==> config.mk <==
export PLATFORM = sky130hd
export DESIGN_NAME = ssst_cell
export DESIGN_NICKNAME = d
export VERILOG_FILES = /design/src/rtl/core/ssst_pkg.sv /design/src/rtl/core/ssst_cell.sv
export SDC_FILE = /design/constraint.sdc
export NUM_CORES = 1
export LEC_CHECK = 0
export BUFFER_PORTS_ARGS = -buffer_cell sky130_fd_sc_hd__clkbuf_2
export CAP_MARGIN = 25
export CORE_AREA = 2 2 93 95
export DETAILED_ROUTE_END_ITERATION = 10
export DIE_AREA = 0 0 95 97
export PLACE_DENSITY_LB_ADDON = 0.05
export SYNTH_ARGS = -nofsm -noshare
export SYNTH_HDL_FRONTEND = slang
export SYNTH_SLANG_ARGS = --single-unit
export TNS_END_PERCENT = 1
==> constraint.sdc <==
create_clock -name clk -period 6 [get_ports clk]
set_clock_uncertainty 0.1 [all_clocks]
set_input_delay 0.3 -clock clk [delete_from_list [all_inputs] [get_ports clk]]
set_output_delay 0.3 -clock clk [all_outputs]
set_load 0.02 [all_outputs]
==> src/rtl/core/ssst_pkg.sv <==
package ssst_pkg;

    // Largest store the row of cells is built for, and the width of the fill count.
    localparam int CAPACITY_MAX = 64;
    localparam int COUNT_W      = 7;
    localparam int VALUE_W      = 32;

    typedef enum logic [2:0] {
        CMD_INSERT  = 3'd0,
        CMD_REMOVE  = 3'd1,
        CMD_LOOKUP  = 3'd2,
        CMD_CLEAR   = 3'd3,
        CMD_ITERATE = 3'd4
    } command_t;

    typedef enum logic [3:0] {
        ST_INSERTED    = 4'd0,
        ST_DUPLICATE   = 4'd1,
        ST_FULL        = 4'd2,
        ST_REMOVED     = 4'd3,
        ST_NOT_PRESENT = 4'd4,
        ST_FOUND       = 4'd5,
        ST_ABSENT      = 4'd6,
        ST_CLEARED     = 4'd7,
        ST_ELEMENT     = 4'd8,
        ST_EMPTY       = 4'd9
    } status_t;

    typedef struct packed {
        logic [2:0]                command;
        logic signed [VALUE_W-1:0] value;
    } cmd_beat_t;

    typedef struct packed {
        logic [3:0]                status;
        logic signed [VALUE_W-1:0] element_value;
        logic [COUNT_W-1:0]        element_count;
        logic                      last;
    } rsp_beat_t;

    // Control broadcast from the sequencer to every cell of the row.
    typedef struct packed {
        logic capture;     // register this cell's compare result
        logic load_tail;   // the cell at the fill position takes the stored key
        logic load_match;  // the matching cell takes the last entry's value
        logic rotate;      // occupied cells pass their value one place towards slot 0
    } cell_ctl_t;

endpackage

==> src/rtl/core/ssst_cell.sv <==
// One slot of the store. The cell knows its own position, so it works out
// locally whether it is occupied, the fill position or the last occupied slot.
module ssst_cell #(
    parameter int INDEX = 0
) (
    input  logic                                  clk,
    input  logic                                  rst_n,
    input  logic [ssst_pkg::COUNT_W-1:0]          count,
    input  logic signed [ssst_pkg::VALUE_W-1:0]   compare_key,
    input  logic signed [ssst_pkg::VALUE_W-1:0]   store_key,
    input  ssst_pkg::cell_ctl_t                   ctl,
    input  logic signed [ssst_pkg::VALUE_W-1:0]   last_value,
    input  logic signed [ssst_pkg::VALUE_W-1:0]   next_value,
    input  logic signed [ssst_pkg::VALUE_W-1:0]   first_value,
    output logic signed [ssst_pkg::VALUE_W-1:0]   value,
    output logic                                  match,
    output logic signed [ssst_pkg::VALUE_W-1:0]   last_part
);

    localparam logic [ssst_pkg::COUNT_W-1:0] MY_POS   = ssst_pkg::COUNT_W'(INDEX);
    localparam logic [ssst_pkg::COUNT_W-1:0] MY_COUNT = ssst_pkg::COUNT_W'(INDEX + 1);

    logic signed [ssst_pkg::VALUE_W-1:0] value_reg;
    logic signed [ssst_pkg::VALUE_W-1:0] value_next;
    logic                                match_reg;
    logic                                occupied;
    logic                                is_tail;
    logic                                is_last;

    assign occupied  = MY_POS < count;
    assign is_tail   = count == MY_POS;
    assign is_last   = count == MY_COUNT;
    assign match     = occupied && (value_reg == compare_key);
    assign last_part = is_last ? value_reg : '0;
    assign value     = value_reg;

    always_comb
    begin
        value_next = value_reg;
        if (ctl.load_tail && is_tail)
        begin
            value_next = store_key;
        end
        else if (ctl.load_match && match_reg)
        begin
            value_next = last_value;
        end
        else if (ctl.rotate && occupied)
        begin
            value_next = is_last ? first_value : next_value;
        end
    end

    always_ff @(posedge clk)
    begin
        value_reg <= value_next;
    end

    always_ff @(posedge clk or negedge rst_n)
    begin
        if (!rst_n)
        begin
            match_reg <= 1'b0;
        end
        else if (ctl.capture)
        begin
            match_reg <= match;
        end
    end

endmodule

==> results of run 1 <==
-- worst paths after layout --
check	startpoint	to	slack [ns]	cells past startpoint
worst max-delay path	count[5]	last_part[1]	3.41	5
worst min register to register	match_reg	match_reg	0.53	2
worst min-delay path	ctl[3]	match_reg	0.15	3
max in group asynchronous	rst_n	match_reg	5.48	2
min in group asynchronous	rst_n	match_reg	0.23	2
worst max register to register	match_reg	value[4]	3.99	2
-- routing by layer --
layer,track usage,up-vias
met5,0,-
met4,0.07023,0
met3,0.05452,12
met2,0.3562,138
met1,0.2212,1271
li1,-,1435
-- cell type report --
cell class                      instances  area, sq um
Inverter                               34        127.6
Multi-Input combinational cell        184         1420
Tap cell                              105        131.4
Clock buffer                            5        68.82
Fill cell                             833         4184
Clock inverter                          3        12.51
Timing Repair Buffer                  239         1204
Sequential cell                        33        985.9
-- cell usage after synthesis --
master	instances	area (sq um)
dfrtp_1	1	25.02
nand2b_1	1	6.260
nand3_1	1	5.000
nand4_1	2	12.51
and2_1	32	200.2
dlygate4sd1_1	1	8.760
buf_6	1	11.26
nand2_8	1	20.02
a221oi_2	1	15.01
nor4_1	8	50.05
nor2b_4	1	13.76
and3_1	1	6.260
nor3b_1	1	7.510
o31ai_1	1	7.510
nor4_4	1	21.27
a221o_1	31	310.3
nand3b_1	1	7.510
a22o_1	32	280.3
inv_1	34	127.6
nor2_1	32	120.1
buf_2	10	50.05
nand2_1	2	7.510
buf_8	3	45.04
xor2_1	32	280.3
o211ai_2	1	12.51
clkbuf_1	5	18.77
edfxtp_1	32	960.9
nand4b_4	1	23.77
nor2_2	1	6.260
-- power breakdown --
group          leakage, nW  internal, mW  switching [mW]
combinational         1.87        0.0861          0.0786
sequential           0.327         0.276          0.0204
clock               0.0430        0.0780          0.0801
-- logic make-up (layout without fill, tap and decap cells) --
kind of cell / after synthesis / count (layout) / share of synthesized area
buf+inv: 54 / 281 / 0.09826
xor+xnor: 32 / 32 / 0.1053
simple gates: 86 / 86 / 0.1909
flops: 33 / 33 / 0.3705
compound gates: 66 / 66 / 0.2351
-- per-stage QoR --
stage               area (sq um)  setup slack, ns
floorplan                   2661            3.661
global placement            3859            3.411
detailed placement          3859            3.342
CTS                         3950            3.366
global route                3950            3.270
finish                      3950            3.408
-- worst min-delay path, cell delays in order --
cell,delay (ns)
clkbuf_2,0.08
nand2_1,0.05
o31ai_1,0.06
==> metrics.yaml, run 1 <==
highest_layer: "met4"
relSlewSlack: 0.3053
syn2layout_area_growth_pct: 48.43
die_w_um: 95
crit_chain: "clkbuf_2, nor4_4, and3_2, and2_1, clkbuf_2"
cts-buffers-inserted: 5
post_cts_resized: 0
crit_family: "simple AND/OR/NAND/NOR gates"
gp_congestion: 0.7934
wl_met1_um: 3736
post_drt_wl_per_cell_um: 15.88
ios: 238
cpPeakStageDelay_ns: 0.95
row_count: 33
grt_pass1_vias: 2778
layout_common_cells: "clkbuf_2, inv_1"
syn-cell-area_sq_um: 2661
initial_core_util: 0.3272
ctsLongestPathBuffers: 2
powerDensity_nw_per_um2: 156.8
final_common_cell: "clkbuf_2"
worstMarginPinSlew_ns: 1.042
wl_um: 9576
place_inst: 594
grt_setup_unrepaired: "no"
ant_nets: 0
vias: 2856
grt_start_max_net_pins: 65
finalCritPeriodShare: 0.4320
finalCriticalPeriod_ns: 2.592
power_uw: 619.4
ctsHoldBuffers: 1
setup_viol: 0
portBuffers: 237
cts_max_level: 2
insertion_delay_ns: 0.28
synth_cells: 271
hpwlAfterDp_um: 7494
peakVddDrop_mv: 0.07912
synth_cell_types: 29
cts_tree: "built"
whs_ns: 0.1471
cp_data_arrival_time_ns: 2.19
cts_setup_buffers: 0
maxCapViolations: 0
utilization: 0.4856
synth_nets: 444
path_class: "input pin to primary output"
met3_length_um: 814
dr_wl_met2_um: 4841
required_ns: 5.60
dr.pass1.iters: 4
cts.clk_slew.worst_paths_ns: 0.06
fp.dieH_um: 97
track_usage: 0.1989
route.detailed.drc: 0
yosys_warnings: 0
worstHoldPathType: "input pin to register"
synth.avg_cell_area_sq_um: 9.820
start_kind: "input pin"
cts_root_buf: "clkbuf_8"
finalSetupTns_ns: 0
drt_iter0_markers: 126
p_leak_nw: 2.242
crit_buf_inv: 2
cp_common_cell: "clkbuf_2"
worstPathMaxFanout: 64
end_kind: "primary output"
synth_seq_cells: 33
seq_area_frac_synth: 0.3705
grt_pass1_wl_um: 13970
cts_sinks: 33
hold_violations: 0
core_sq_um: 8134
dieArea_sq_um: 9215
final_cells: 603
finalNetCount: 670
max_clock_freq_mhz: 385.8
antenna_found_initial: 0
slew_violations: 0
largest_register_ffs: 32
critical_path.slowest_cell: "and3_2"
drive_gt1_frac: 0.5080
overflow: 0
via_per_inst: 4.736
diodes: 0
status: "finished, final reports clean"
(Power assumes the default switching activity.)
==> inputs of run 2 (changes only) <==
ABC_AREA = 1   (was not set)
clock period = 2.6 ns   (was 6 ns; I/O delays follow)
==> metrics.yaml, run 2 <==
post-place-ws_ns: 0.5365  # was 3.342 ns
cp_common_cell: "clkbuf_2"  # unchanged
cts_max_level: 2  # unchanged
syn-cell-area_sq_um: 3004  # was 2661 sq um
synth_seq_cells: 33  # unchanged
reg2regPathDepth: 5  # was 2
worstPathMaxFanout: 47  # was 64
crit_family: "simple AND/OR/NAND/NOR gates"  # unchanged
core_sq_um: 8134  # unchanged
setup_slack_ns: 0.6004  # was 3.408 ns
r2r-end: "value[9]"  # was value[4]
comb_power_share: 0.282  # was 0.266
drt_iter0_markers: 89  # was 126
yosys_warnings: 0  # unchanged
finalCritPeriodShare: 0.7691
initial_core_util: 0.3693  # was 0.3272
syn2layout_area_growth_pct: 44.02  # was 48.43%
die_w_um: 95  # unchanged
cts_setup_buffers: 0  # unchanged
rr_startpoint: "match_reg"  # unchanged
ant_nets: 0  # unchanged
synth.most_common_cell: "nand2_1"  # was inv_1
layout_common_cells: "clkbuf_2, nand2_1, inv_1, o21ai_1, nor2_1"  # was clkbuf_2, inv_1
clkPwrFrac: 0.271  # was 0.255
gp_congestion: 0.8070  # was 0.7934
route.detailed.drc: 0  # unchanged
whs_ns: 0.04733  # was 0.1471 ns
synth_top_cell_area_share: 0.3199  # was 0.3611
utilization: 0.5319  # was 0.4856
setup_viol: 0  # unchanged
async_reset_ff_frac: 0.03030  # unchanged
status: "finished, final reports clean"  # unchanged
cts_root_buf: "clkbuf_8"  # unchanged
largest_register_ffs: 32  # unchanged
drive_gt1_frac: 0.3700  # was 0.5080
grt_pass1_wl_um: 16150  # was 13970 um
synth_flop_cell: "edfxtp_1"  # unchanged
maxCapViolations: 0  # unchanged
cts-buffers-inserted: 5  # unchanged
synth_nets: 645  # was 444
portBuffers: 237  # unchanged
ios: 238  # unchanged
p_switching_uw: 465.4  # was 179.2 uW
insertion_delay_ns: 0.28  # about the same
relSlewSlack: 0.6075  # was 0.3053
synth_cells: 472  # was 271
post_cts_resized: 0  # unchanged
cp_data_arrival_time_ns: 1.77  # was 2.19 ns
max_clock_freq_mhz: 500.1
min_to: "value[27]"  # was match_reg
end_kind: "primary output"  # unchanged
antenna_found_initial: 0  # unchanged
wl_um: 10510  # was 9576 um
row_count: 33  # unchanged
hold_start: "store_key[27]"  # was ctl[3]
fp.dieH_um: 97  # unchanged
powerDensity_nw_per_um2: 349.6  # was 156.8 nW/um^2
hold_violations: 0  # unchanged
post_dp_cell_area_sq_um: 4217  # was 3859 sq um
overflow: 0  # unchanged
grt_start_max_net_pins: 48  # was 65
fin_area_sq_um: 4327  # was 3950 sq um
hpwlAfterDp_um: 8403  # was 7494 um
peakVddDrop_mv: 0.1855  # was 0.07912 mV
path_class: "input pin to primary output"  # unchanged
synth_cell_types: 19  # was 29
cts.clk_slew.worst_paths_ns: 0.07  # was 0.06 ns
crit_buf_inv: 3  # was 2
dr.pass1.iters: 5  # was 4
p_leak_nw: 2.679  # was 2.242 nW
grt_pass1_vias: 3507  # was 2778
final_cells: 805  # was 603
synth_area_leaders: "edfxtp_1, nand2_1, inv_1"  # was edfxtp_1, a221o_1, a22o_1
ctsLongestPathBuffers: 2  # unchanged
cts_sinks: 33  # unchanged
slew_violations: 0  # unchanged
vias: 3736  # was 2856
seq_area_frac_synth: 0.3282  # was 0.3705
worstMarginPinSlew_ns: 0.5876  # was 1.042 ns
cts_tree: "built"  # unchanged
p_int_mw: 1.047  # was 440.2 uW
yosys.area.top_type: "edfxtp_1"  # unchanged
reg2reg_slack_ns: 1.11  # was 3.99 ns
synth_edf_count: 32  # unchanged
start_kind: "input pin"  # unchanged
track_usage: 0.2252  # was 0.1989
hold_depth: 3  # unchanged
post_drt_wl_per_cell_um: 13.05  # was 15.88 um
grt_setup_unrepaired: "no"  # unchanged
crit_chain: "clkbuf_2, nor2_2, nand4_4, buf_4, nor2_1, clkbuf_2"  # was clkbuf_2, nor4_4, and3_2, and2_1, clkbuf_2
cpPeakStageDelay_ns: 0.49  # was 0.95 ns
final_common_cell: "clkbuf_2"  # unchanged
diodes: 0  # unchanged
dieArea_sq_um: 9215  # unchanged
finalCriticalPeriod_ns: 2.000
finalNetCount: 872  # was 670
finalSetupTns_ns: 0  # unchanged
place_inst: 795  # was 594
synth_common_cells: "nand2_1, inv_1, o21ai_1"
worstHoldPathType: "input pin to register"  # unchanged
p_seq_frac: 0.446  # was 0.479
via_per_inst: 4.641  # was 4.736
power_mw: 1.512  # was 619.4 uW
required_ns: 2.37  # was 5.60 ns
critical_path.slowest_cell: "nand4_4"  # was and3_2
synth.avg_cell_area_sq_um: 6.365  # was 9.820 sq um
swShare: 0.3077  # was 0.2893
## run 2: cell count changes after synthesis, sizes merged, moves of 28 or more
| cell | change |
|---|---|
| nand2 | +124 |
| o21ai | +95 |
| inv | +51 |
| a22o | -32 |
| and2 | -32 |
| a221o | -31 |
| nand3 | +31 |
| xor2 | -28 |
## run 2: layout make-up
| type | instances | area, sq um |
|---|---|---|
| fill | 856 | 3807 |
| multi-input combinational | 327 | 1521 |
| timing repair buffer | 247 | 1279 |
| sequential | 33 | 985.9 |
| inverter | 85 | 319.1 |
| tap | 105 | 131.4 |
| clock buffer | 8 | 90.09 |
## run 2: worst register-to-register path, delay by kind of cell, from the launching register on
kind | cells | cell delay (ns)
DFF | 1 | 0.36
and+or+nand+nor | 3 | 0.42
buffers and inverters | 2 | 0.31
## run 2: worst max path at each step
stage | startpoint | endpoint | slack (ns) | cells after the start
after floorplan | match_reg | value[0] | 0.68 | 5
after global placement | count[3] | value[9] | 0.59 | 6
after detailed placement | count[3] | value[15] | 0.54 | 6
after CTS | count[3] | last_part[9] | 0.59 | 6
after global routing | count[3] | last_part[9] | 0.42 | 6
final | count[3] | last_part[9] | 0.60 | 6
## run 2: power groups by stage
stage,sequential (mW),combinational (mW),clock (mW)
finish,0.675,0.427,0.410
global route,0.682,0.480,0.436
CTS,0.675,0.432,0.420
detailed placement,0.687,0.428,0
global placement,0.685,0.424,0
floorplan,0.735,0.150,0
## run 2: timing repair
| item | CTS | global route |
|---|---|---|
| endpoints found under the hold margin | 2 | 0 |
| hold buffers | 2 | 0 |
| setup endpoints to repair | 0 | 0 |
## run 2: layer usage
layer  part of all wire  vias up  track usage
met4              0.025        0      0.07804
li1                   -     1937            -
met3              0.081       22      0.05296
met1               0.38     1609       0.2555
met5                  0        -            0
met2               0.51      168       0.4048
## run 2: logic make-up after synthesis
logic type	Yosys count	share of synthesized area
compound gates	97	0.1641
xor+xnor	17	0.04956
buf+inv	112	0.1691
flops	33	0.3282
simple gates	213	0.2890
==> inputs of run 3 (changes only) <==
CORE_AREA = not set   (was 2 2 93 95)
CORE_ASPECT_RATIO = 2   (was not set)
CORE_MARGIN = 2   (was not set)
CORE_UTILIZATION = 36   (was not set)
DIE_AREA = not set   (was 0 0 95 97)
clock period = 1.8 ns   (was 2.6 ns; I/O delays follow)
==> metrics.yaml, run 3 (synthesis gave the netlist of run 2 again) <==
start_kind: "register"  # was input pin
slew_violations: 0  # unchanged
track_usage: 0.2282  # was 0.2252
path_class: "register to primary output"  # was input pin to primary output
end_kind: "primary output"  # unchanged
antenna_found_initial: 0  # unchanged
p_switching_uw: 702.4  # was 465.4 uW
cts.clk_slew.worst_paths_ns: 0.05  # was 0.07 ns
crit_chain: "xnor2_1, nand2_1, nor2_1, nand2_1, nor2_2, and3_1, clkbuf_8"  # was clkbuf_2, nor2_2, nand4_4, buf_4, nor2_1, clkbuf_2
worstPathMaxFanout: 2  # was 47
finalCritPeriodShare: 1.001
p_leak_nw: 2.814  # was 2.679 nW
ctsLongestPathBuffers: 2  # unchanged
p_seq_frac: 0.374  # was 0.446
finalCriticalPeriod_ns: 1.802
via_per_inst: 4.627  # was 4.641
cts_sinks: 33  # unchanged
wl_um: 10540  # was 10510 um
hold_violations: 0  # unchanged
ios: 238  # unchanged
dr.pass1.iters: 4  # was 5
max_clock_freq_mhz: 555.1
relSlewSlack: 0.7672  # was 0.6075
status: "finished with violations"  # was finished, final reports clean
cts_max_level: 2  # unchanged
row_count: 47  # was 33
place_inst: 793  # was 795
grt_pass1_wl_um: 15660  # was 16150 um
gp_congestion: 0.8676  # was 0.8070
finalNetCount: 889  # was 872
syn2layout_area_growth_pct: 52.10  # was 44.02%
grt_start_max_net_pins: 57  # was 48
worstHoldPathType: "input pin to register"  # unchanged
insertion_delay_ns: 0.27  # was 0.28 ns
initial_core_util: 0.3675  # was 0.3693
cts_tree: "built"  # unchanged
route.detailed.drc: 0  # unchanged
largest_register_ffs: 32  # unchanged
drt_iter0_markers: 140  # was 89
grt_setup_unrepaired: "yes"  # was no
swShare: 0.2676  # was 0.3077
critical_path.slowest_cell: "edfxtp_1"  # was nand4_4
cp_common_cell: "nand2_1"  # was clkbuf_2
powerDensity_nw_per_um2: 574.3  # was 349.6 nW/um^2
diodes: 0  # unchanged
post_dp_cell_area_sq_um: 4260  # was 4217 sq um
peakVddDrop_mv: 0.3319  # was 0.1855 mV
cp_data_arrival_time_ns: 1.61  # was 1.77 ns
power_mw: 2.624  # was 1.512 mW
fp.dieH_um: 133.2  # was 97 um
worstMarginPinSlew_ns: 0.3492  # was 0.5876 ns
setup_viol: 1  # was 0
final_common_cell: "clkbuf_2"  # unchanged
maxCapViolations: 0  # unchanged
required_ns: 1.61  # was 2.37 ns
nFillCells: 869  # was 856
cts_root_buf: "clkbuf_16"  # was clkbuf_8
violations: "setup timing"
final_cells: 815  # was 805
post_drt_wl_per_cell_um: 12.94  # was 13.05 um
whs_ns: 0.02169  # was 0.04733 ns
die_w_um: 68.60  # was 95 um
cts-buffers-inserted: 5  # unchanged
fin_area_sq_um: 4569  # was 4327 sq um
comb_power_share: 0.250  # was 0.282
grt_pass1_vias: 3490  # was 3507
layout_common_cells: "clkbuf_2, nand2_1, inv_1, o21ai_1, nor2_1"  # unchanged
vias: 3771  # was 3736
core_sq_um: 8174  # was 8134 sq um
clkPwrFrac: 0.376  # was 0.271
p_int_mw: 1.922  # was 1.047 mW
dieArea_sq_um: 9136  # was 9215 sq um
ant_nets: 0  # unchanged
overflow: 0  # unchanged
portBuffers: 237  # unchanged
drive_gt1_frac: 0.3947  # was 0.3700
hpwlAfterDp_um: 8935  # was 8403 um
setup_slack_ns: -0.001631  # was 0.6004 ns
cpPeakStageDelay_ns: 0.42  # was 0.49 ns
## run 3: area by class of cell
| type | instances | area, sq um | share of cell area |
|---|---|---|---|
| clock buffers | 7 | 142.6 | 0.03122 |
| repair buffers | 264 | 1428 | 0.3124 |
| inverters | 85 | 319.1 | 0.06982 |
| clock inverters | 1 | 30.03 | 0.006572 |
| flip-flops and latches | 33 | 985.9 | 0.2158 |
| multi-input cells | 327 | 1541 | 0.3373 |
| well taps | 98 | 122.6 | 0.02683 |
## run 3: final timing paths
| path | to | cells after the start | startpoint | slack (ns) |
|---|---|---|---|---|
| min in group asynchronous | match_reg | 2 | rst_n | 0.04 |
| min | value[10] | 3 | store_key[10] | 0.02 |
| min reg2reg | match_reg | 3 | match_reg | 0.65 |
| max | match | 7 | value[30] | -0.002 |
| max in group asynchronous | match_reg | 2 | rst_n | 1.48 |
| max reg2reg | match_reg | 8 | value[30] | 0.39 |
## run 3: per-layer routing
layer | up-vias | track usage | part of all wire
met2 | 149 | 0.4525 | 0.57
met4 | 0 | 0.07333 | 0.020
met1 | 1644 | 0.2231 | 0.34
li1 | 1964 | - | -
met5 | - | 0 | 0
met3 | 14 | 0.03041 | 0.065
## run 3: critical path: cells and delay by family (launching register included)
family	cells	cell delay, ns
flops	1	0.42
buf+inv	1	0.15
xor+xnor	1	0.15
simple gates	5	0.61
## run 3: power by group through the flow
| stage | combinational (mW) | sequential, mW | clock [mW] |
|---|---|---|---|
| global route | 0.732 | 0.989 | 1.06 |
| global placement | 0.614 | 1.00 | 0 |
| floorplan | 0.217 | 1.06 | 0 |
| finish | 0.657 | 0.981 | 0.986 |
| CTS | 0.644 | 0.985 | 1.01 |
| detailed placement | 0.620 | 1.00 | 0 |
## run 3: what timing repair did
item / in CTS / in global routing
resized for setup: 5 / 2
hold endpoints to repair: 2 / 0
hold buffers: 2 / 0
buffers inserted: 6 / 6
pin swaps: 7 / 4
endpoints found under the setup margin: 1 / 1
## run 3: metrics by stage
step	setup WS, ns	util	setup TNS [ns]
after floorplan	0.1796	-	0
after global placement	0.1548	0.5212	0
after detailed placement	0.1427	0.5212	0
after CTS	-0.04022	0.5523	-0.04022
after global routing	-0.1208	0.5590	-0.1208
final	-0.001631	0.5590	-0.001631
